[config.mk]
export PLATFORM = sky130hd
export DESIGN_NAME = dfhc_fifo
export DESIGN_NICKNAME = d
export VERILOG_FILES = /design/src/rtl/deflate_fixed_huffman_compressor_unit_defines.svh /design/src/rtl/dfhc_fifo.sv
export SDC_FILE = /design/constraint.sdc
export NUM_CORES = 1
export LEC_CHECK = 0
export CORE_MARGIN = 2
export CORE_UTILIZATION = 45
export DETAILED_ROUTE_END_ITERATION = 8
export DONT_BUFFER_PORTS = 1
export SLEW_MARGIN = 40
export SYNTH_ARGS = -nofsm -noshare
export SYNTH_HDL_FRONTEND = slang
export SYNTH_SLANG_ARGS = --single-unit
export TNS_END_PERCENT = 5
[constraint.sdc]
create_clock -name clk -period 2.8 [get_ports clk]
set_input_delay 0.56 -clock clk [delete_from_list [all_inputs] [get_ports clk]]
set_output_delay 0.56 -clock clk [all_outputs]
set_load 0.01 [all_outputs]
[src/rtl/deflate_fixed_huffman_compressor_unit_defines.svh]
// Assertion macros shared by the compressor RTL.
// Uses the clk and rst names of the module that expands them.
`ifndef DEFLATE_FIXED_HUFFMAN_COMPRESSOR_UNIT_DEFINES_SVH
`define DEFLATE_FIXED_HUFFMAN_COMPRESSOR_UNIT_DEFINES_SVH
`ifndef NO_ASSERTIONS
`define DFHC_ASSERT(lbl, prop, msg) \
  lbl: assert property (@(posedge clk) disable iff (rst) prop) else $error(msg);
`define DFHC_ASSERT_ALWAYS(lbl, prop, msg) \
  lbl: assert property (@(posedge clk) prop) else $error(msg);
`else
`define DFHC_ASSERT(lbl, prop, msg)
`define DFHC_ASSERT_ALWAYS(lbl, prop, msg)
`endif
`endif

[src/rtl/dfhc_fifo.sv]
// Small register FIFO used for the command queue and the output queue.
// No dependencies.
`default_nettype none
module dfhc_fifo #(
  parameter int WIDTH = 8,
  parameter int DEPTH = 4
) (
  input  wire logic             clk,
  input  wire logic             rst,
  input  wire logic             push,
  input  wire logic [WIDTH-1:0] wdata,
  output logic                  full,
  input  wire logic             pop,
  output logic      [WIDTH-1:0] rdata,
  output logic                  empty
);
  localparam int AW = $clog2(DEPTH);

  logic [WIDTH-1:0] mem [DEPTH];
  logic [AW:0] wr_ptr;
  logic [AW:0] rd_ptr;

  assign empty = (wr_ptr == rd_ptr);
  assign full  = (wr_ptr[AW] != rd_ptr[AW]) && (wr_ptr[AW-1:0] == rd_ptr[AW-1:0]);
  assign rdata = mem[rd_ptr[AW-1:0]];

  always_ff @(posedge clk) begin
    if (push && !full) mem[wr_ptr[AW-1:0]] <= wdata;
  end

  always_ff @(posedge clk) begin
    if (rst) begin
      wr_ptr <= '0;
      rd_ptr <= '0;
    end else begin
      if (push && !full) wr_ptr <= wr_ptr + 1'b1;
      if (pop && !empty) rd_ptr <= rd_ptr + 1'b1;
    end
  end
endmodule
`default_nettype wire

==> metrics.cfg <==
[timing]
period_minus_slack_ns=2.28
fin_crit_sh_pct=81.5
setup_tns_ns=0
rsz0062_at_grt=false
slew_viol_final=0
setup_violations=0
fin_skew_ns=0.00487
hold_viol=0
clock.fmax_mhz=438
maxSlewHeadroom_pct=61.6
worstMarginPinSlew_ns=0.572

[min_path]
hold_class=input port to flip-flop

[cts]
hold_buffers=0
clockBufferDepth=2
cts_root_buf=clkbuf_8
clkLatencyLatePin_ns=0.29
clkTransAtPathRegs_ns=0.07
cts_resized=0
tritoncts=yes
post_cts_buffers=0
htree_levels=2
cts.sinks=40
cts_buffers=5

[worst_setup_path]
critPathMaxStageDelay_ns=0.51
crit_type=flip-flop to output port
timing.critical_path.to_type=output port
cp_max_fo=8
cp.arrival_ns=1.72
startpoint_type=flip-flop
crit_chain=xnor2_1, nand2_1, nor2_1
cpMaxStageDelayCell=xnor2_1
critPathBufInv=0
worstPathRequired_ns=2.24
path_delay_family=simple AND/OR/NAND/NOR gates

[global_route]
grt_max_degree=14
grt_pass1_vias=930
grt_use_total_pct=14.9
grt_pass1_wl_um=4570
antenna_found_initial=0
grt_overflow=0

[yosys]
synth_seq_cells=40
ys_types=29
netlist_instances=110
synth_nets=127
yosysTopAreaCell=edfxtp_1
syn_area_per_cell_um2=15.7
synth.area.top_cells=edfxtp_1 (55%), mux4_2 (10%), dfxtp_1 (9.2%), ha_1 (3.6%), o211ai_1 (2.2%)
syn-cell-area_mm2=0.00173
synth_top_area_share_pct=55.5
yosys_warnings=0
ys_seq_area_share_pct=64.7

[place]
place_hpwl_um=1960
postPlaceCellArea_mm2=0.00176
place_congestion=0.841
place.port_buffers=0

[die]
die_area_mm2=0.00436
core_area_mm2=0.00369
pin_count=22
row_count=22
die_h_um=66.0
initial_core_util_pct=46.9
fp.dieW_um=66.0

[power]
power_density_mw_per_mm2=917
leakage_nw=0.583
ir_worst_vdd_v=0.000539

[finish]
final_common_cell=edfxtp_1
final_cell_mix=edfxtp_1 (32), mux4_2 (8), dfxtp_1 (8)
nets=130
fillers=343
drive_gt1_share_pct=14.9
final_area_mm2=0.00185
diodes=0
area_growth_pct=6.58

[routing]
dr.pass1.iters=4
drt_iter0_drc=82
vias_per_cell=5.67
drc=0
wirelength_um=2760
drtAntennaViolNets=0
vias=918
post_drt_wl_per_cell_um=17.0

[run_status]
status=finished clean

[run]
maxCapViolCount=0

==> state kept, by name (all words and copies together), names as in the netlist, named ones only <==
name    count
wr_ptr      3
rd_ptr      3
mem        32
==> cell usage after synthesis, drive strengths merged <==
master  instances
a211o           2
nand3           3
nor3b           4
a41oi           2
xor2            3
nor2            2
a21oi           2
xnor2           3
a31oi           4
or4             1
o211ai          5
nand4           2
mux4            8
and2            3
ha              5
clkbuf          2
or3             1
buf             3
edfxtp         32
nand3b          1
o21ai           4
and3            1
nand2           5
inv             4
dfxtp           8
==> through the flow <==
| step | instances | hold slack [ns] | power, mW | utilization, % | setup WS, ns |
|---|---|---|---|---|---|
| final | 162 | 0.331 | 1.69 | 50.0 | 0.519 |
| after floorplan | 110 | 0.494 | 1.26 | - | 1.09 |
| after global routing | 162 | 0.323 | 1.81 | 50.0 | 0.337 |
| after detailed placement | 154 | 0.528 | 1.35 | 47.7 | 0.854 |
| after global placement | 154 | 0.512 | 1.34 | 47.7 | 0.915 |
| after CTS | 162 | 0.321 | 1.72 | 50.0 | 0.530 |
==> final timing paths <==
kind / depth (start not counted) / slack (ns) / start / to
hold / removal: 1 / 0.33 / rst / wr_ptr[2]$_SDFFE_PP0P_
setup reg to reg: 3 / 0.96 / wr_ptr[1]$_SDFFE_PP0P_ / mem[2][5]$_DFFE_PP_
hold reg to reg: 2 / 0.54 / wr_ptr[2]$_SDFFE_PP0P_ / wr_ptr[2]$_SDFFE_PP0P_
setup / recovery: 3 / 0.52 / rd_ptr[0]$_SDFFE_PP0P_ / empty
==> final cells by class <==
class	instances	area, µm²	area share [%]
sequential	40	1120	60.7
multi-input combinational	61	554	30.0
clock buffer	5	68.8	3.73
tap	48	60.1	3.25
clock inverter	3	18.8	1.02
inverter	4	15.0	0.814
timing repair buffer	1	7.51	0.407
==> cells by family (layout without fill, tap and decap cells) <==
group | Yosys count | after routing | share of synthesized area (%)
mux | 8 | 8 | 10.4
compound gates | 19 | 19 | 7.44
buf+inv | 9 | 13 | 3.25
fa+ha+maj | 5 | 5 | 3.61
flops | 40 | 40 | 64.7
simple gates | 23 | 23 | 7.52
xor+xnor | 6 | 6 | 3.04
==> report_power, final <==
part	internal, mW	switching (mW)	total, mW
clock network	0.172	0.192	0.364
registers	0.758	0.108	0.866
logic	0.194	0.269	0.463
==> layer usage <==
metal  track usage (%)  wire, µm  vias up
met4              6.89        53        0
li1                  -         -      438
met5                 0         0        -
met2              24.2      1390       23
met3              5.45       166        6
met1              17.6      1150      451
Note: power is estimated with default switching activity, not from simulation.
