### config.mk
export PLATFORM = sky130hd
export DESIGN_NAME = dfhc_front
export DESIGN_NICKNAME = d
export VERILOG_FILES = /design/src/rtl/deflate_fixed_huffman_compressor_unit_defines.svh /design/src/rtl/dfhc_pkg.sv /design/src/rtl/dfhc_front.sv
export SDC_FILE = /design/constraint.sdc
export NUM_CORES = 1
export LEC_CHECK = 0
export BUFFER_PORTS_ARGS = -buffer_cell sky130_fd_sc_hd__buf_2
export CORE_MARGIN = 4
export CORE_UTILIZATION = 35
export DETAILED_ROUTE_END_ITERATION = 7
export PLACE_DENSITY_LB_ADDON = 0.05
export SLEW_MARGIN = 0
export SYNTH_ARGS = -nofsm -noshare
export SYNTH_HDL_FRONTEND = slang
export SYNTH_SLANG_ARGS = --single-unit
### constraint.sdc
create_clock -name clk -period 4.5 [get_ports clk]
set_input_delay 0.225 -clock clk [delete_from_list [all_inputs] [get_ports clk]]
set_output_delay 0.225 -clock clk [all_outputs]
set_load 0.005 [all_outputs]
### src/rtl/deflate_fixed_huffman_compressor_unit_defines.svh
// Assertion macros shared by the compressor RTL.
// Uses the clk and rst names of the module that expands them.
`ifndef DEFLATE_FIXED_HUFFMAN_COMPRESSOR_UNIT_DEFINES_SVH
`define DEFLATE_FIXED_HUFFMAN_COMPRESSOR_UNIT_DEFINES_SVH
`ifndef NO_ASSERTIONS
`define DFHC_ASSERT(lbl, prop, msg) \
  lbl: assert property (@(posedge clk) disable iff (rst) prop) else $error(msg);
`define DFHC_ASSERT_ALWAYS(lbl, prop, msg) \
  lbl: assert property (@(posedge clk) prop) else $error(msg);
`else
`define DFHC_ASSERT(lbl, prop, msg)
`define DFHC_ASSERT_ALWAYS(lbl, prop, msg)
`endif
`endif

### src/rtl/dfhc_pkg.sv
// Package for the fixed Huffman DEFLATE compressor: constants, types,
// code tables and symbol coding. No dependencies.
`default_nettype none
package dfhc_pkg;

  localparam int WINDOW_SIZE_DEF   = 32768;
  localparam int HASH_BITS_DEF     = 15;
  localparam int HISTORY_DEPTH_DEF = 65536;

  localparam logic [31:0] HASH_MULT     = 32'd2654435761;
  localparam logic [8:0]  MAX_MATCH     = 9'd258;
  localparam logic [8:0]  MIN_MATCH     = 9'd3;
  localparam logic [31:0] LOOKAHEAD     = 32'd260;
  localparam logic [7:0]  CHAIN_LIMIT_RST = 8'd64;
  localparam logic [15:0] SHORT_DIST_RST  = 16'd1024;
  localparam int CMD_FIFO_DEPTH = 4;
  localparam int OUT_FIFO_DEPTH = 8;
  localparam int ACC_W = 39;
  localparam int CNT_W = 6;
  localparam int PADDR_W = 3;

  // register index taken from paddr[2]
  localparam logic REG_CHAIN_LIMIT = 1'b0;
  localparam logic REG_SHORT_DIST  = 1'b1;

  localparam logic CMD_PUSH  = 1'b0;
  localparam logic CMD_DRAIN = 1'b1;

  typedef struct packed {
    logic        drain;
    logic [31:0] stop_pos;
  } cmd_t;

  typedef struct packed {
    logic [7:0] data;
    logic       last;
  } out_word_t;

  typedef struct packed {
    logic [8:0] code;
    logic [3:0] nbits;
  } sym_bits_t;

  typedef enum logic [4:0] {
    BK_CLEAR, BK_IDLE, BK_RD0, BK_RD1, BK_RD2, BK_HASH, BK_HEAD, BK_HEADQ,
    BK_WCHK, BK_WPRE, BK_WCMP, BK_WNEXT, BK_WLINK, BK_DEC, BK_PLEN, BK_PLEX,
    BK_PDIS, BK_PDEX, BK_PLIT, BK_PEOB, BK_FLUSH, BK_ICHK, BK_IHEAD, BK_IWR
  } bk_state_t;

  function automatic logic [8:0] len_base(input logic [4:0] i);
    logic [8:0] r;
    case (i)
      5'd0: r = 9'd3;    5'd1: r = 9'd4;    5'd2: r = 9'd5;    5'd3: r = 9'd6;
      5'd4: r = 9'd7;    5'd5: r = 9'd8;    5'd6: r = 9'd9;    5'd7: r = 9'd10;
      5'd8: r = 9'd11;   5'd9: r = 9'd13;   5'd10: r = 9'd15;  5'd11: r = 9'd17;
      5'd12: r = 9'd19;  5'd13: r = 9'd23;  5'd14: r = 9'd27;  5'd15: r = 9'd31;
      5'd16: r = 9'd35;  5'd17: r = 9'd43;  5'd18: r = 9'd51;  5'd19: r = 9'd59;
      5'd20: r = 9'd67;  5'd21: r = 9'd83;  5'd22: r = 9'd99;  5'd23: r = 9'd115;
      5'd24: r = 9'd131; 5'd25: r = 9'd163; 5'd26: r = 9'd195; 5'd27: r = 9'd227;
      default: r = 9'd258;
    endcase
    return r;
  endfunction

  function automatic logic [3:0] len_extra(input logic [4:0] i);
    logic [3:0] r;
    if (i < 5'd8 || i > 5'd27) r = 4'd0;
    else r = {1'b0, i[4:2]} - 4'd1;
    return r;
  endfunction

  function automatic logic [15:0] dist_base(input logic [4:0] i);
    logic [15:0] r;
    case (i)
      5'd0: r = 16'd1;      5'd1: r = 16'd2;      5'd2: r = 16'd3;
      5'd3: r = 16'd4;      5'd4: r = 16'd5;      5'd5: r = 16'd7;
      5'd6: r = 16'd9;      5'd7: r = 16'd13;     5'd8: r = 16'd17;
      5'd9: r = 16'd25;     5'd10: r = 16'd33;    5'd11: r = 16'd49;
      5'd12: r = 16'd65;    5'd13: r = 16'd97;    5'd14: r = 16'd129;
      5'd15: r = 16'd193;   5'd16: r = 16'd257;   5'd17: r = 16'd385;
      5'd18: r = 16'd513;   5'd19: r = 16'd769;   5'd20: r = 16'd1025;
      5'd21: r = 16'd1537;  5'd22: r = 16'd2049;  5'd23: r = 16'd3073;
      5'd24: r = 16'd4097;  5'd25: r = 16'd6145;  5'd26: r = 16'd8193;
      5'd27: r = 16'd12289; 5'd28: r = 16'd16385;
      default: r = 16'd24577;
    endcase
    return r;
  endfunction

  function automatic logic [3:0] dist_extra(input logic [4:0] i);
    logic [3:0] r;
    if (i < 5'd4) r = 4'd0;
    else r = i[4:1] - 4'd1;
    return r;
  endfunction

  // 258 and above takes symbol 285 (index 28)
  function automatic logic [4:0] len_index(input logic [8:0] len);
    logic [4:0] idx;
    logic [9:0] top;
    idx = 5'd28;
    if (len < MAX_MATCH) begin
      for (int i = 27; i >= 0; i--) begin
        top = {1'b0, len_base(5'(i))} + (10'd1 << len_extra(5'(i))) - 10'd1;
        if ({1'b0, len} <= top) idx = 5'(i);
      end
    end
    return idx;
  endfunction

  function automatic logic [4:0] dist_index(input logic [15:0] d);
    logic [4:0] idx;
    logic [16:0] top;
    idx = 5'd29;
    for (int i = 28; i >= 0; i--) begin
      top = {1'b0, dist_base(5'(i))} + (17'd1 << dist_extra(5'(i))) - 17'd1;
      if ({1'b0, d} <= top) idx = 5'(i);
    end
    return idx;
  endfunction

  // fixed literal/length code, bit-reversed for LSB-first packing
  function automatic sym_bits_t sym_code(input logic [8:0] sym);
    sym_bits_t r;
    logic [8:0] v;
    logic [8:0] rev;
    if (sym <= 9'd143) begin
      v = 9'h030 + sym;           r.nbits = 4'd8;
    end else if (sym <= 9'd255) begin
      v = 9'h190 + (sym - 9'd144); r.nbits = 4'd9;
    end else if (sym <= 9'd279) begin
      v = sym - 9'd256;           r.nbits = 4'd7;
    end else begin
      v = 9'h0C0 + (sym - 9'd280); r.nbits = 4'd8;
    end
    for (int j = 0; j < 9; j++) rev[j] = v[8-j];
    r.code = rev >> (4'd9 - r.nbits);
    return r;
  endfunction

endpackage
`default_nettype wire

### src/rtl/dfhc_front.sv
// Front end: takes input words, stores bytes in the history and queues
// commands for the back end. Depends on dfhc_pkg.
`default_nettype none
module dfhc_front #(
  parameter int HISTORY_DEPTH = 65536
) (
  input  wire logic                             clk,
  input  wire logic                             rst,
  input  wire logic                             push,
  output logic                                  full,
  input  wire logic                             command,
  input  wire logic [7:0]                       data_byte,
  input  wire logic                             clearing,
  output dfhc_pkg::cmd_t                        q_word,
  output logic                                  q_push,
  input  wire logic                             q_full,
  output logic                                  hist_we,
  output logic      [$clog2(HISTORY_DEPTH)-1:0] hist_waddr,
  output logic      [7:0]                       hist_wdata
);
  import dfhc_pkg::*;

  logic [31:0] bytes_received;
  logic        input_ended;
  logic        accept;
  logic        store;

  assign full   = q_full || clearing;
  assign accept = push && !full;
  // pushes after a drain or with the counter saturated are dropped
  assign store  = accept && (command == CMD_PUSH) && !input_ended &&
                  (bytes_received != 32'hFFFF_FFFF);

  assign hist_we    = store;
  assign hist_waddr = bytes_received[$clog2(HISTORY_DEPTH)-1:0];
  assign hist_wdata = data_byte;

  assign q_push = store || (accept && (command == CMD_DRAIN));
  always_comb begin
    q_word.drain    = command;
    q_word.stop_pos = (command == CMD_DRAIN) ? bytes_received : bytes_received + 32'd1;
  end

  always_ff @(posedge clk) begin
    if (rst) begin
      bytes_received <= '0;
      input_ended    <= 1'b0;
    end else begin
      if (store) bytes_received <= bytes_received + 32'd1;
      if (accept && (command == CMD_DRAIN)) input_ended <= 1'b1;
    end
  end
endmodule
`default_nettype wire

==> impl_metrics.prom, run 1 <==
# TYPE chip_impl_metric gauge
chip_impl_metric{name="netlist.area_leader.share",unit=""} 0.272
chip_impl_metric{name="worst_skew_pair.late_latency",unit="ps"} 290
chip_impl_metric{name="globalRouteTotalUtil",unit=""} 0.165
chip_impl_metric{name="postLayoutCoreUtil",unit=""} 0.387
chip_impl_metric{name="synth_cells",unit=""} 316
chip_impl_metric{name="start_util",unit=""} 0.360
chip_impl_metric{name="via_count_of_the_first_global_routing_pass",unit=""} 2187
chip_impl_metric{name="yosys_warnings",unit=""} 0
chip_impl_metric{name="insertedDiodeCount",unit=""} 0
chip_impl_metric{name="drt-pass1-iter-count",unit=""} 5
chip_impl_metric{name="final_net_count",unit=""} 351
chip_impl_info{name="r2r_end",value="bytes_received[29]$_SDFFE_PP0P_"} 1
chip_impl_metric{name="whs_path_depth",unit=""} 3
chip_impl_metric{name="dr_total_vias",unit=""} 2273
chip_impl_metric{name="core",unit="sq um"} 6760
chip_impl_metric{name="tns",unit="ps"} 0
chip_impl_info{name="critical_path.endpoint_type",value="primary output"} 1
chip_impl_metric{name="cts_htree_levels",unit=""} 2
chip_impl_info{name="rsz_0062_raised_after_global_routing",value="no"} 1
chip_impl_metric{name="final.min_clock_period",unit="ps"} 3210
chip_impl_info{name="critical_path.startpoint_type",value="flip-flop"} 1
chip_impl_metric{name="io-pin-count",unit=""} 74
chip_impl_metric{name="post_drt_wl_per_cell",unit="microns"} 16.3
chip_impl_metric{name="hold_buffers_post_cts",unit=""} 0
chip_impl_metric{name="worst_slew_margin_rel",unit=""} 0.445
chip_impl_metric{name="clkSlewWorstSetupHoldPaths",unit="ps"} 70
chip_impl_metric{name="tightestPinTransition",unit="ps"} 827
chip_impl_info{name="holdCritStartpoint",value="push"} 1
chip_impl_metric{name="drt-total-wl",unit="mm"} 6.79
chip_impl_metric{name="postCtsSetupBuffers",unit=""} 0
chip_impl_metric{name="number_of_rows_in_the_core_area",unit=""} 30
chip_impl_metric{name="critical_path_required",unit="ps"} 4280
chip_impl_metric{name="placer_s_final_routability_congestion_estimate",unit=""} 0.761
chip_impl_metric{name="clock_sinks",unit=""} 33
chip_impl_metric{name="vdd_ir_drop_max",unit="uV"} 93.3
chip_impl_metric{name="synth.net_count",unit=""} 331
chip_impl_metric{name="place_hpwl",unit="mm"} 4.82
chip_impl_metric{name="timing.final.setup_violations",unit=""} 0
chip_impl_metric{name="flow.area_growth_from_synthesis",unit="%"} 7.67
chip_impl_metric{name="synth_edf_count",unit=""} 0
chip_impl_info{name="category_of_the_critical_setup_timing_path",value="flip-flop to primary output"} 1
chip_impl_info{name="timing.rr.start",value="bytes_received[0]$_SDFFE_PP0P_"} 1
chip_impl_metric{name="synth_area_per_cell",unit="sq um"} 7.69
chip_impl_metric{name="global_route.overflow_total",unit=""} 0
chip_impl_metric{name="tritoncts.num_buffers",unit=""} 5
chip_impl_metric{name="power.leakage",unit="nW"} 1.05
chip_impl_metric{name="yosysSeqAreaShare",unit=""} 0.272
chip_impl_metric{name="timing.reg2reg.worst_path_depth",unit=""} 7
chip_impl_info{name="top_flip_flop_cell_by_instance_count_after_synthesis",value="sky130_fd_sc_hd__dfxtp_1"} 1
chip_impl_info{name="worst_hold_path_type",value="input port to flip-flop"} 1
chip_impl_metric{name="period_utilization_post_route",unit=""} 0.713
chip_impl_metric{name="drt-initial-drc-count",unit=""} 141
chip_impl_info{name="synth_top_area_cell",value="sky130_fd_sc_hd__dfxtp_1"} 1
chip_impl_metric{name="numPortBuffers",unit=""} 57
chip_impl_metric{name="share_of_layout_cells_above_drive_strength_1",unit=""} 0.228
chip_impl_metric{name="syn-cell-area",unit="sq um"} 2430
chip_impl_metric{name="drv_cap",unit=""} 0
chip_impl_metric{name="final.setup_skew",unit="ps"} 5.23
chip_impl_metric{name="design.die.area",unit="sq um"} 8340
chip_impl_info{name="outcome",value="complete, no violations"} 1
chip_impl_metric{name="ys_seq_elements",unit=""} 33
chip_impl_metric{name="clock_path_buffers",unit=""} 2
chip_impl_info{name="whs_endpoint",value="input_ended$_SDFFE_PP0P_"} 1
chip_impl_metric{name="grt_max_degree",unit=""} 34
chip_impl_metric{name="crit_arrival",unit="ps"} 2990
chip_impl_metric{name="worstPathMaxFanout",unit=""} 22
chip_impl_metric{name="remaining_drc_errors",unit=""} 0
chip_impl_metric{name="synth.distinct_cells",unit=""} 43
chip_impl_metric{name="die_x",unit="microns"} 91.3
chip_impl_metric{name="ctsResizeCount",unit=""} 0
chip_impl_metric{name="route.antenna.remaining_nets",unit=""} 0
chip_impl_info{name="synth_area_leaders",value="sky130_fd_sc_hd__dfxtp_1 (27%), sky130_fd_sc_hd__buf_4 (8.3%), sky130_fd_sc_hd__xor2_1 (6.8%)"} 1
chip_impl_metric{name="fp.dieH",unit="microns"} 91.3
chip_impl_info{name="tritoncts",value="done"} 1
chip_impl_metric{name="hold_viol_final",unit=""} 0
chip_impl_metric{name="grt_pass1_wl",unit="mm"} 11.2
chip_impl_metric{name="postSynth.asyncResetShare",unit=""} 0
chip_impl_metric{name="grt_antenna_before_repair",unit=""} 0
chip_impl_metric{name="max_freq",unit="MHz"} 311
chip_impl_info{name="clockRootBuffer",value="sky130_fd_sc_hd__clkbuf_8"} 1
chip_impl_metric{name="power_density_of_the_placed_cells",unit="nW/um^2"} 207
chip_impl_metric{name="detail_routed_via_count_per_cell",unit=""} 5.45
chip_impl_metric{name="timing_max_transition_violations_final",unit=""} 0
chip_impl_metric{name="r2r_setup_slk",unit="ps"} 1610
final cells by class:
cell class / count / area [sq um]
clock buffers: 8 / 80.1
fillers: 715 / 4140
inverters: 8 / 30.0
multi-input cells: 230 / 1450
flip-flops and latches: 33 / 661
well taps: 80 / 100
repair buffers: 58 / 293
critical path, cell delays in order, from the launching register on:
cell and delay [ps]:
sky130_fd_sc_hd__dfxtp_1 440, sky130_fd_sc_hd__ha_1 280, sky130_fd_sc_hd__nand4_2 170, sky130_fd_sc_hd__or2_0 400
sky130_fd_sc_hd__o31ai_4 730, sky130_fd_sc_hd__buf_4 370, sky130_fd_sc_hd__inv_2 140, sky130_fd_sc_hd__buf_2 150
cell families (layout without fill, tap and decap cells):
| kind of cell | after synthesis | in the layout | synth area share |
|---|---|---|---|
| AOI/OAI and AO/OA | 56 | 56 | 0.136 |
| xor gates and xnor gates | 36 | 36 | 0.133 |
| adders and majority gates | 1 | 1 | 0.00515 |
| buffers and inverters | 53 | 74 | 0.130 |
| DFF | 33 | 33 | 0.272 |
| muxes | 2 | 2 | 0.00926 |
| and+or+nand+nor | 135 | 135 | 0.314 |
worst max-delay path by stage:
stage,startpoint,end,slack [ps],cells past startpoint
after floorplan,bytes_received[0]$_SDFFE_PP0P_,q_word[30],2200,7
after global placement,bytes_received[0]$_SDFFE_PP0P_,hist_we,1700,7
after detailed placement,bytes_received[0]$_SDFFE_PP0P_,hist_we,1620,7
after CTS,bytes_received[0]$_SDFFE_PP0P_,hist_we,1300,7
after global routing,bytes_received[0]$_SDFFE_PP0P_,hist_we,1080,7
final,bytes_received[0]$_SDFFE_PP0P_,hist_we,1290,7
stage by stage:
step                      std cells  hold slack [ps]  area [sq um]  power, mW  worst slack (ps)
final                           417              253          2620      0.543              1290
after global routing            417              302          2620      0.568              1080
after CTS                       417              248          2620      0.553              1300
after detailed placement        409              444          2540      0.327              1620
after global placement          409              438          2540      0.326              1700
after floorplan                 316              416          2430      0.324              2200
cell usage in the layout, fill, tap and decap left out, drive strengths merged:
cell     netlist  routed
a2111oi        2       2
a211oi         2       2
a21oi         26      26
a311oi         1       1
and2           1       1
and3           6       6
and4           5       5
buf           37      58
clkbuf         8       8
dfxtp         33      33
ha             1       1
inv            8       8
mux2           2       2
nand2         19      19
nand2b         1       1
nand3         11      11
nand4         19      19
nand4b         3       3
nor2          24      24
nor3          14      14
nor4           3       3
nor4b          1       1
o21a           1       1
o21ai         17      17
o31ai          6       6
o41ai          1       1
or2            4       4
or3           17      17
or4            7       7
xnor2         17      17
xor2          19      19
layer usage:
metal  global-route usage  vias to the layer above  wire (microns)
met2                0.264                       73            3050
met5                    0                        -               0
li1                     -                     1156               -
met3               0.0431                        6             420
met4               0.0389                        0              66
met1                0.221                     1038            3250
state kept, by name, indices dropped and copies added, names as in the netlist:
name            flops
bytes_received     32
input_ended         1
synthesized netlist by cell type, types with 2 or more instances:
cell type / number
sky130_fd_sc_hd__dfxtp_1: 33
sky130_fd_sc_hd__buf_4: 27
sky130_fd_sc_hd__a21oi_1: 26
sky130_fd_sc_hd__nor2_1: 24
sky130_fd_sc_hd__nand2_1: 19
sky130_fd_sc_hd__xor2_1: 19
sky130_fd_sc_hd__nand4_1: 18
sky130_fd_sc_hd__o21ai_0: 17
sky130_fd_sc_hd__xnor2_1: 16
sky130_fd_sc_hd__or3_1: 15
sky130_fd_sc_hd__nor3_1: 14
sky130_fd_sc_hd__nand3_1: 10
sky130_fd_sc_hd__clkbuf_1: 8
sky130_fd_sc_hd__buf_2: 7
sky130_fd_sc_hd__inv_1: 7
sky130_fd_sc_hd__and3_1: 6
sky130_fd_sc_hd__or4_1: 6
sky130_fd_sc_hd__and4_1: 5
sky130_fd_sc_hd__o31ai_1: 5
sky130_fd_sc_hd__nand4b_1: 3
sky130_fd_sc_hd__nor4_1: 3
sky130_fd_sc_hd__or2_2: 3
sky130_fd_sc_hd__a2111oi_0: 2
sky130_fd_sc_hd__a211oi_1: 2
sky130_fd_sc_hd__buf_1: 2
sky130_fd_sc_hd__mux2_2: 2
where the power goes:
group          total, mW  internal (mW)  switching, mW
clock network      0.223          0.110          0.113
registers          0.294          0.293        0.00126
logic             0.0254        0.00754         0.0179
total              0.543          0.410          0.132
No activity file was read; power rests on OpenSTA's default activity.
==> run 2, diff against run 1 <==
- clock period: 4.5 -> 3.3 ns (I/O delays scaled with it)
==> impl_metrics.prom, run 2 (synthesis gave the netlist of run 1 again) <==
# TYPE chip_impl_metric gauge
chip_impl_metric{name="numPortBuffers",unit=""} 57
chip_impl_metric{name="multi_input_comb_area",unit="sq um"} 1450
chip_impl_metric{name="timing.final.setup_violations",unit=""} 0
chip_impl_metric{name="dpl-instance-area",unit="sq um"} 2560
chip_impl_info{name="worst_hold_path_type",value="input port to flip-flop"} 1
chip_impl_metric{name="preCtsSetupSlack",unit="ps"} 708
chip_impl_metric{name="insertedDiodeCount",unit=""} 0
chip_impl_metric{name="max_freq",unit="MHz"} 345
chip_impl_metric{name="start_util",unit=""} 0.360
chip_impl_metric{name="clock_path_buffers",unit=""} 2
chip_impl_metric{name="power.sequential.fraction",unit=""} 0.545
chip_impl_info{name="rsz_0062_raised_after_global_routing",value="no"} 1
chip_impl_metric{name="io-pin-count",unit=""} 74
chip_impl_metric{name="hold_buffers_post_cts",unit=""} 0
chip_impl_metric{name="place_hpwl",unit="mm"} 4.82
chip_impl_metric{name="final_net_count",unit=""} 354
chip_impl_info{name="layout.cells.most_common_list",value="sky130_fd_sc_hd__buf_2 (57), sky130_fd_sc_hd__dfxtp_1 (33), sky130_fd_sc_hd__a21oi_1 (26), sky130_fd_sc_hd__nor2_1 (24)"} 1
chip_impl_metric{name="power.share.combinational",unit=""} 0.049
chip_impl_metric{name="layout.cells.non_filler",unit=""} 420
chip_impl_metric{name="detail_routed_via_count_per_cell",unit=""} 5.35
chip_impl_metric{name="grt_max_degree",unit=""} 34
chip_impl_info{name="outcome",value="complete, no violations"} 1
chip_impl_metric{name="dpl.cell_count",unit=""} 412
chip_impl_metric{name="sw_frac_of_total",unit=""} 0.238
chip_impl_metric{name="drt-pass1-iter-count",unit=""} 4
chip_impl_metric{name="placer_s_final_routability_congestion_estimate",unit=""} 0.775
chip_impl_metric{name="grt_antenna_before_repair",unit=""} 0
chip_impl_metric{name="largest_reg_flops",unit=""} 32
chip_impl_metric{name="postCtsSetupBuffers",unit=""} 0
chip_impl_metric{name="number_of_rows_in_the_core_area",unit=""} 30
chip_impl_metric{name="power",unit="mW"} 0.736
chip_impl_metric{name="global_route.overflow_total",unit=""} 0
chip_impl_metric{name="fin_hold_ws",unit="ps"} 201
chip_impl_metric{name="grt_pass1_wl",unit="mm"} 10.7
chip_impl_info{name="largest-register",value="bytes_received"} 1
chip_impl_metric{name="via_count_of_the_first_global_routing_pass",unit=""} 2109
chip_impl_metric{name="clkSlewWorstSetupHoldPaths",unit="ps"} 60
chip_impl_info{name="clockRootBuffer",value="sky130_fd_sc_hd__clkbuf_8"} 1
chip_impl_metric{name="cts_htree_levels",unit=""} 2
chip_impl_metric{name="stdcell_area",unit="sq um"} 2640
chip_impl_metric{name="die_x",unit="microns"} 91.3
chip_impl_metric{name="final.setup_skew",unit="ps"} 3.78
chip_impl_metric{name="power_switching",unit="mW"} 0.176
chip_impl_metric{name="drv_cap",unit=""} 0
chip_impl_metric{name="post_drt_wl_per_cell",unit="microns"} 15.7
chip_impl_metric{name="tns",unit="ps"} 0
chip_impl_metric{name="remaining_drc_errors",unit=""} 0
chip_impl_metric{name="cellInternalPower",unit="mW"} 0.561
chip_impl_metric{name="core",unit="sq um"} 6760
chip_impl_metric{name="drt-total-wl",unit="mm"} 6.60
chip_impl_metric{name="share_of_layout_cells_above_drive_strength_1",unit=""} 0.235
chip_impl_metric{name="route.antenna.remaining_nets",unit=""} 0
chip_impl_metric{name="design.die.area",unit="sq um"} 8340
chip_impl_metric{name="ctsResizeCount",unit=""} 0
chip_impl_metric{name="final.fill_count",unit=""} 728
chip_impl_metric{name="hold_viol_final",unit=""} 0
chip_impl_info{name="tritoncts",value="done"} 1
chip_impl_metric{name="drt-initial-drc-count",unit=""} 132
chip_impl_metric{name="tritoncts.num_buffers",unit=""} 5
chip_impl_metric{name="flow.area_growth_from_synthesis",unit="%"} 8.59
chip_impl_metric{name="clock_sinks",unit=""} 33
chip_impl_metric{name="timing_max_transition_violations_final",unit=""} 0
chip_impl_metric{name="regArea",unit="sq um"} 661
chip_impl_info{name="category_of_the_critical_setup_timing_path",value="flip-flop to primary output"} 1
chip_impl_metric{name="crit_arrival",unit="ps"} 2740
chip_impl_info{name="critical_path.endpoint_type",value="primary output"} 1
chip_impl_metric{name="pwr-share-clk",unit=""} 0.406
chip_impl_metric{name="power.leakage",unit="nW"} 1.07
chip_impl_metric{name="fp.dieH",unit="microns"} 91.3
chip_impl_metric{name="worst_slew_margin_rel",unit=""} 0.551
chip_impl_metric{name="globalRouteTotalUtil",unit=""} 0.159
chip_impl_metric{name="postLayoutCoreUtil",unit=""} 0.391
chip_impl_metric{name="worst_skew_pair.late_latency",unit="ps"} 290
chip_impl_metric{name="finalWorstSetupSlack",unit="ps"} 398
chip_impl_info{name="reg.largest.list",value="bytes_received (32), input_ended (1)"} 1
chip_impl_metric{name="worstPathMaxFanout",unit=""} 8
chip_impl_metric{name="critical_path_required",unit="ps"} 3130
chip_impl_metric{name="tightestPinTransition",unit="ps"} 674
chip_impl_metric{name="final.min_clock_period",unit="ps"} 2900
chip_impl_metric{name="power_density_of_the_placed_cells",unit="nW/um^2"} 279
chip_impl_metric{name="dr_total_vias",unit=""} 2245
chip_impl_metric{name="period_utilization_post_route",unit=""} 0.879
chip_impl_metric{name="vdd_ir_drop_max",unit="uV"} 114
chip_impl_info{name="critical_path.startpoint_type",value="flip-flop"} 1
chip_impl_info{name="most_frequent_standard_cell_in_the_layout_excluding_fill_and_tap_cells",value="sky130_fd_sc_hd__buf_2"} 1
==> run 2: changes by cell type in the layout (fill, tap and decap cells not counted) <==
cell | previous run | this run
sky130_fd_sc_hd__buf_4 | 1 | 4
==> run 2: path summary, 6_finish.rpt <==
check	startpoint	endpoint	slack, ps	depth (start not counted)
setup / recovery	bytes_received[0]$_SDFFE_PP0P_	q_word[30]	400	7
hold / removal	push	input_ended$_SDFFE_PP0P_	200	3
setup reg to reg	bytes_received[0]$_SDFFE_PP0P_	bytes_received[29]$_SDFFE_PP0P_	920	7
hold reg to reg	input_ended$_SDFFE_PP0P_	input_ended$_SDFFE_PP0P_	450	2
==> run 2: cell type report <==
cell class,count,share of cell area
clock buffer,8,0.0303
inverter,8,0.0114
multi-input combinational,230,0.551
sequential,33,0.250
tap,80,0.0379
timing repair buffer,61,0.119
==> run 2: routing by layer <==
layer	vias to the layer above	routed length [microns]	part of all wire	track usage
met5	-	0	0	0
met4	0	60	0.0091	0.0314
met3	7	356	0.054	0.0456
met2	62	3080	0.47	0.266
met1	1018	3100	0.47	0.205
li1	1158	-	-	-
==> run 2: worst max-delay path: stages, from the launching register on <==
cell and delay [ps]:
sky130_fd_sc_hd__dfxtp_1 450, sky130_fd_sc_hd__ha_1 280, sky130_fd_sc_hd__nand4_2 160, sky130_fd_sc_hd__or2_0 390
sky130_fd_sc_hd__or3_4 470, sky130_fd_sc_hd__or4_4 440, sky130_fd_sc_hd__xnor2_2 140, sky130_fd_sc_hd__buf_2 120
==> run 2: power by group through the flow <==
stage                     combinational, mW  clock, mW  sequential, mW
after floorplan                      0.0318          0           0.410
after global placement               0.0367          0           0.410
after detailed placement             0.0363          0           0.410
after CTS                            0.0365      0.314           0.401
after global routing                 0.0396      0.332           0.401
final                                0.0359      0.299           0.401
==> run 3, diff against run 2 <==
- ABC_CLOCK_PERIOD_IN_PS: unset -> 3700
- clock period: 3.3 -> 3.7 ns (I/O delays scaled with it)
==> impl_metrics.prom, run 3 (synthesis gave the netlist of run 1 again) <==
# TYPE chip_impl_metric gauge
chip_impl_metric{name="stdcell_area",unit="sq um"} 2620
chip_impl_metric{name="timing.final.setup_violations",unit=""} 0
chip_impl_metric{name="fp.dieH",unit="microns"} 91.3
chip_impl_metric{name="power.leakage",unit="nW"} 1.05
chip_impl_metric{name="grt_antenna_before_repair",unit=""} 0
chip_impl_info{name="timing.rr.start",value="bytes_received[0]$_SDFFE_PP0P_"} 1
chip_impl_metric{name="numPortBuffers",unit=""} 57
chip_impl_info{name="critical_path.endpoint_type",value="primary output"} 1
chip_impl_metric{name="drt-pass1-iter-count",unit=""} 4
chip_impl_metric{name="number_of_rows_in_the_core_area",unit=""} 30
chip_impl_metric{name="postLayoutCoreUtil",unit=""} 0.387
chip_impl_metric{name="cts_htree_levels",unit=""} 2
chip_impl_metric{name="power_density_of_the_placed_cells",unit="nW/um^2"} 248
chip_impl_metric{name="timing.reg2reg.worst_path_depth",unit=""} 7
chip_impl_metric{name="worstPathMaxFanout",unit=""} 8
chip_impl_metric{name="worst_skew_pair.late_latency",unit="ps"} 280
chip_impl_metric{name="largest_reg_flops",unit=""} 32
chip_impl_metric{name="whs_path_depth",unit=""} 3
chip_impl_metric{name="insertedDiodeCount",unit=""} 0
chip_impl_metric{name="vdd_ir_drop_max",unit="uV"} 166
chip_impl_metric{name="final.min_clock_period",unit="ps"} 2900
chip_impl_metric{name="tns",unit="ps"} 0
chip_impl_metric{name="flow.area_growth_from_synthesis",unit="%"} 7.67
chip_impl_metric{name="start_util",unit=""} 0.360
chip_impl_metric{name="grt_max_degree",unit=""} 34
chip_impl_metric{name="global_route.overflow_total",unit=""} 0
chip_impl_metric{name="die_x",unit="microns"} 91.3
chip_impl_info{name="r2r_end",value="bytes_received[13]$_SDFFE_PP0P_"} 1
chip_impl_metric{name="final_net_count",unit=""} 351
chip_impl_metric{name="grt_pass1_wl",unit="mm"} 11.0
chip_impl_metric{name="clkSlewWorstSetupHoldPaths",unit="ps"} 60
chip_impl_metric{name="fin_hold_ws",unit="ps"} 255
chip_impl_metric{name="worst_slew_margin_rel",unit=""} 0.416
chip_impl_metric{name="timing_max_transition_violations_final",unit=""} 0
chip_impl_metric{name="share_of_layout_cells_above_drive_strength_1",unit=""} 0.228
chip_impl_metric{name="preCtsSetupSlack",unit="ps"} 1010
chip_impl_info{name="clockRootBuffer",value="sky130_fd_sc_hd__clkbuf_8"} 1
chip_impl_metric{name="route.antenna.remaining_nets",unit=""} 0
chip_impl_metric{name="hold_viol_final",unit=""} 0
chip_impl_metric{name="tritoncts.num_buffers",unit=""} 5
chip_impl_info{name="rsz_0062_raised_after_global_routing",value="no"} 1
chip_impl_metric{name="dpl-instance-area",unit="sq um"} 2540
chip_impl_info{name="outcome",value="complete, no violations"} 1
chip_impl_info{name="tritoncts",value="done"} 1
chip_impl_metric{name="period_utilization_post_route",unit=""} 0.784
chip_impl_metric{name="design.die.area",unit="sq um"} 8340
chip_impl_metric{name="post_drt_wl_per_cell",unit="microns"} 15.9
chip_impl_metric{name="placer_s_final_routability_congestion_estimate",unit=""} 0.808
chip_impl_metric{name="drt-initial-drc-count",unit=""} 133
chip_impl_metric{name="detail_routed_via_count_per_cell",unit=""} 5.50
chip_impl_metric{name="ctsResizeCount",unit=""} 0
chip_impl_metric{name="finalWorstSetupSlack",unit="ps"} 798
chip_impl_info{name="largest-register",value="bytes_received"} 1
chip_impl_metric{name="clock_sinks",unit=""} 33
chip_impl_info{name="whs_endpoint",value="input_ended$_SDFFE_PP0P_"} 1
chip_impl_info{name="worst_hold_path_type",value="input port to flip-flop"} 1
chip_impl_metric{name="crit_arrival",unit="ps"} 2720
chip_impl_info{name="holdCritStartpoint",value="push"} 1
chip_impl_info{name="layout.cells.most_common_list",value="sky130_fd_sc_hd__buf_2 (57), sky130_fd_sc_hd__dfxtp_1 (33), sky130_fd_sc_hd__a21oi_1 (26), sky130_fd_sc_hd__nor2_1 (24)"} 1
chip_impl_metric{name="max_freq",unit="MHz"} 345
chip_impl_info{name="most_frequent_standard_cell_in_the_layout_excluding_fill_and_tap_cells",value="sky130_fd_sc_hd__buf_2"} 1
chip_impl_metric{name="globalRouteTotalUtil",unit=""} 0.162
chip_impl_metric{name="core",unit="sq um"} 6760
chip_impl_metric{name="final.setup_skew",unit="ps"} 4.56
chip_impl_info{name="critical_path.startpoint_type",value="flip-flop"} 1
chip_impl_metric{name="via_count_of_the_first_global_routing_pass",unit=""} 2185
chip_impl_metric{name="place_hpwl",unit="mm"} 4.82
chip_impl_metric{name="io-pin-count",unit=""} 74
chip_impl_metric{name="drv_cap",unit=""} 0
chip_impl_metric{name="critical_path_required",unit="ps"} 3510
chip_impl_metric{name="r2r_setup_slk",unit="ps"} 990
chip_impl_metric{name="drt-total-wl",unit="mm"} 6.64
chip_impl_info{name="reg.largest.list",value="bytes_received (32), input_ended (1)"} 1
chip_impl_metric{name="dr_total_vias",unit=""} 2292
chip_impl_metric{name="remaining_drc_errors",unit=""} 0
chip_impl_metric{name="postCtsSetupBuffers",unit=""} 0
chip_impl_metric{name="clock_path_buffers",unit=""} 2
chip_impl_metric{name="tightestPinTransition",unit="ps"} 869
chip_impl_metric{name="hold_buffers_post_cts",unit=""} 0
chip_impl_info{name="category_of_the_critical_setup_timing_path",value="flip-flop to primary output"} 1
[run 3: layout make-up]
type                            count  area, sq um
Fill cell                         737         4140
Multi-Input combinational cell    230         1450
Tap cell                           80          100
Sequential cell                    33          661
Clock buffer                        8         80.1
Inverter                            8         30.0
Timing Repair Buffer               58          293
[run 3: how the worst max path moves through the flow]
stage                                    from                               to  slack (ps)  cells past startpoint
2_1_floorplan  bytes_received[0]$_SDFFE_PP0P_                       q_word[30]        1440                      7
3_3_place_gp   bytes_received[0]$_SDFFE_PP0P_  bytes_received[15]$_SDFFE_PP0P_        1110                      7
3_5_place_dp   bytes_received[0]$_SDFFE_PP0P_  bytes_received[17]$_SDFFE_PP0P_        1010                      7
4_1_cts        bytes_received[0]$_SDFFE_PP0P_                       q_word[30]         760                      7
5_1_grt        bytes_received[0]$_SDFFE_PP0P_                          hist_we         560                      6
6_report       bytes_received[0]$_SDFFE_PP0P_                       q_word[30]         800                      7
[run 3: metrics by stage]
step / std cells / total power, mW
after floorplan: 316 / 0.394
after global placement: 409 / 0.398
after detailed placement: 409 / 0.398
after CTS: 417 / 0.667
after global routing: 417 / 0.685
final: 417 / 0.650
[run 3: report_power, final]
group          switching, mW  internal [mW]  leakage, nW  total, mW
combinational         0.0219        0.00921        0.749     0.0311
clock                  0.127          0.134       0.0395      0.261
sequential           0.00145          0.356        0.266      0.358
total                  0.151          0.499         1.05      0.650
[run 3: worst max-delay path: stages (launching register included)]
cell,delay [ps]
sky130_fd_sc_hd__dfxtp_1,450
sky130_fd_sc_hd__ha_1,280
sky130_fd_sc_hd__nand4_2,150
sky130_fd_sc_hd__or2_0,380
sky130_fd_sc_hd__or3_4,470
sky130_fd_sc_hd__or4_4,440
sky130_fd_sc_hd__xnor2_2,140
sky130_fd_sc_hd__buf_2,120
[run 3: layer usage]
layer / track usage / vias up / wire, microns
li1: - / 1146 / -
met2: 0.263 / 61 / 3090
met3: 0.0406 / 4 / 365
met5: 0 / - / 0
met1: 0.212 / 1081 / 3110
met4: 0.0490 / 0 / 72
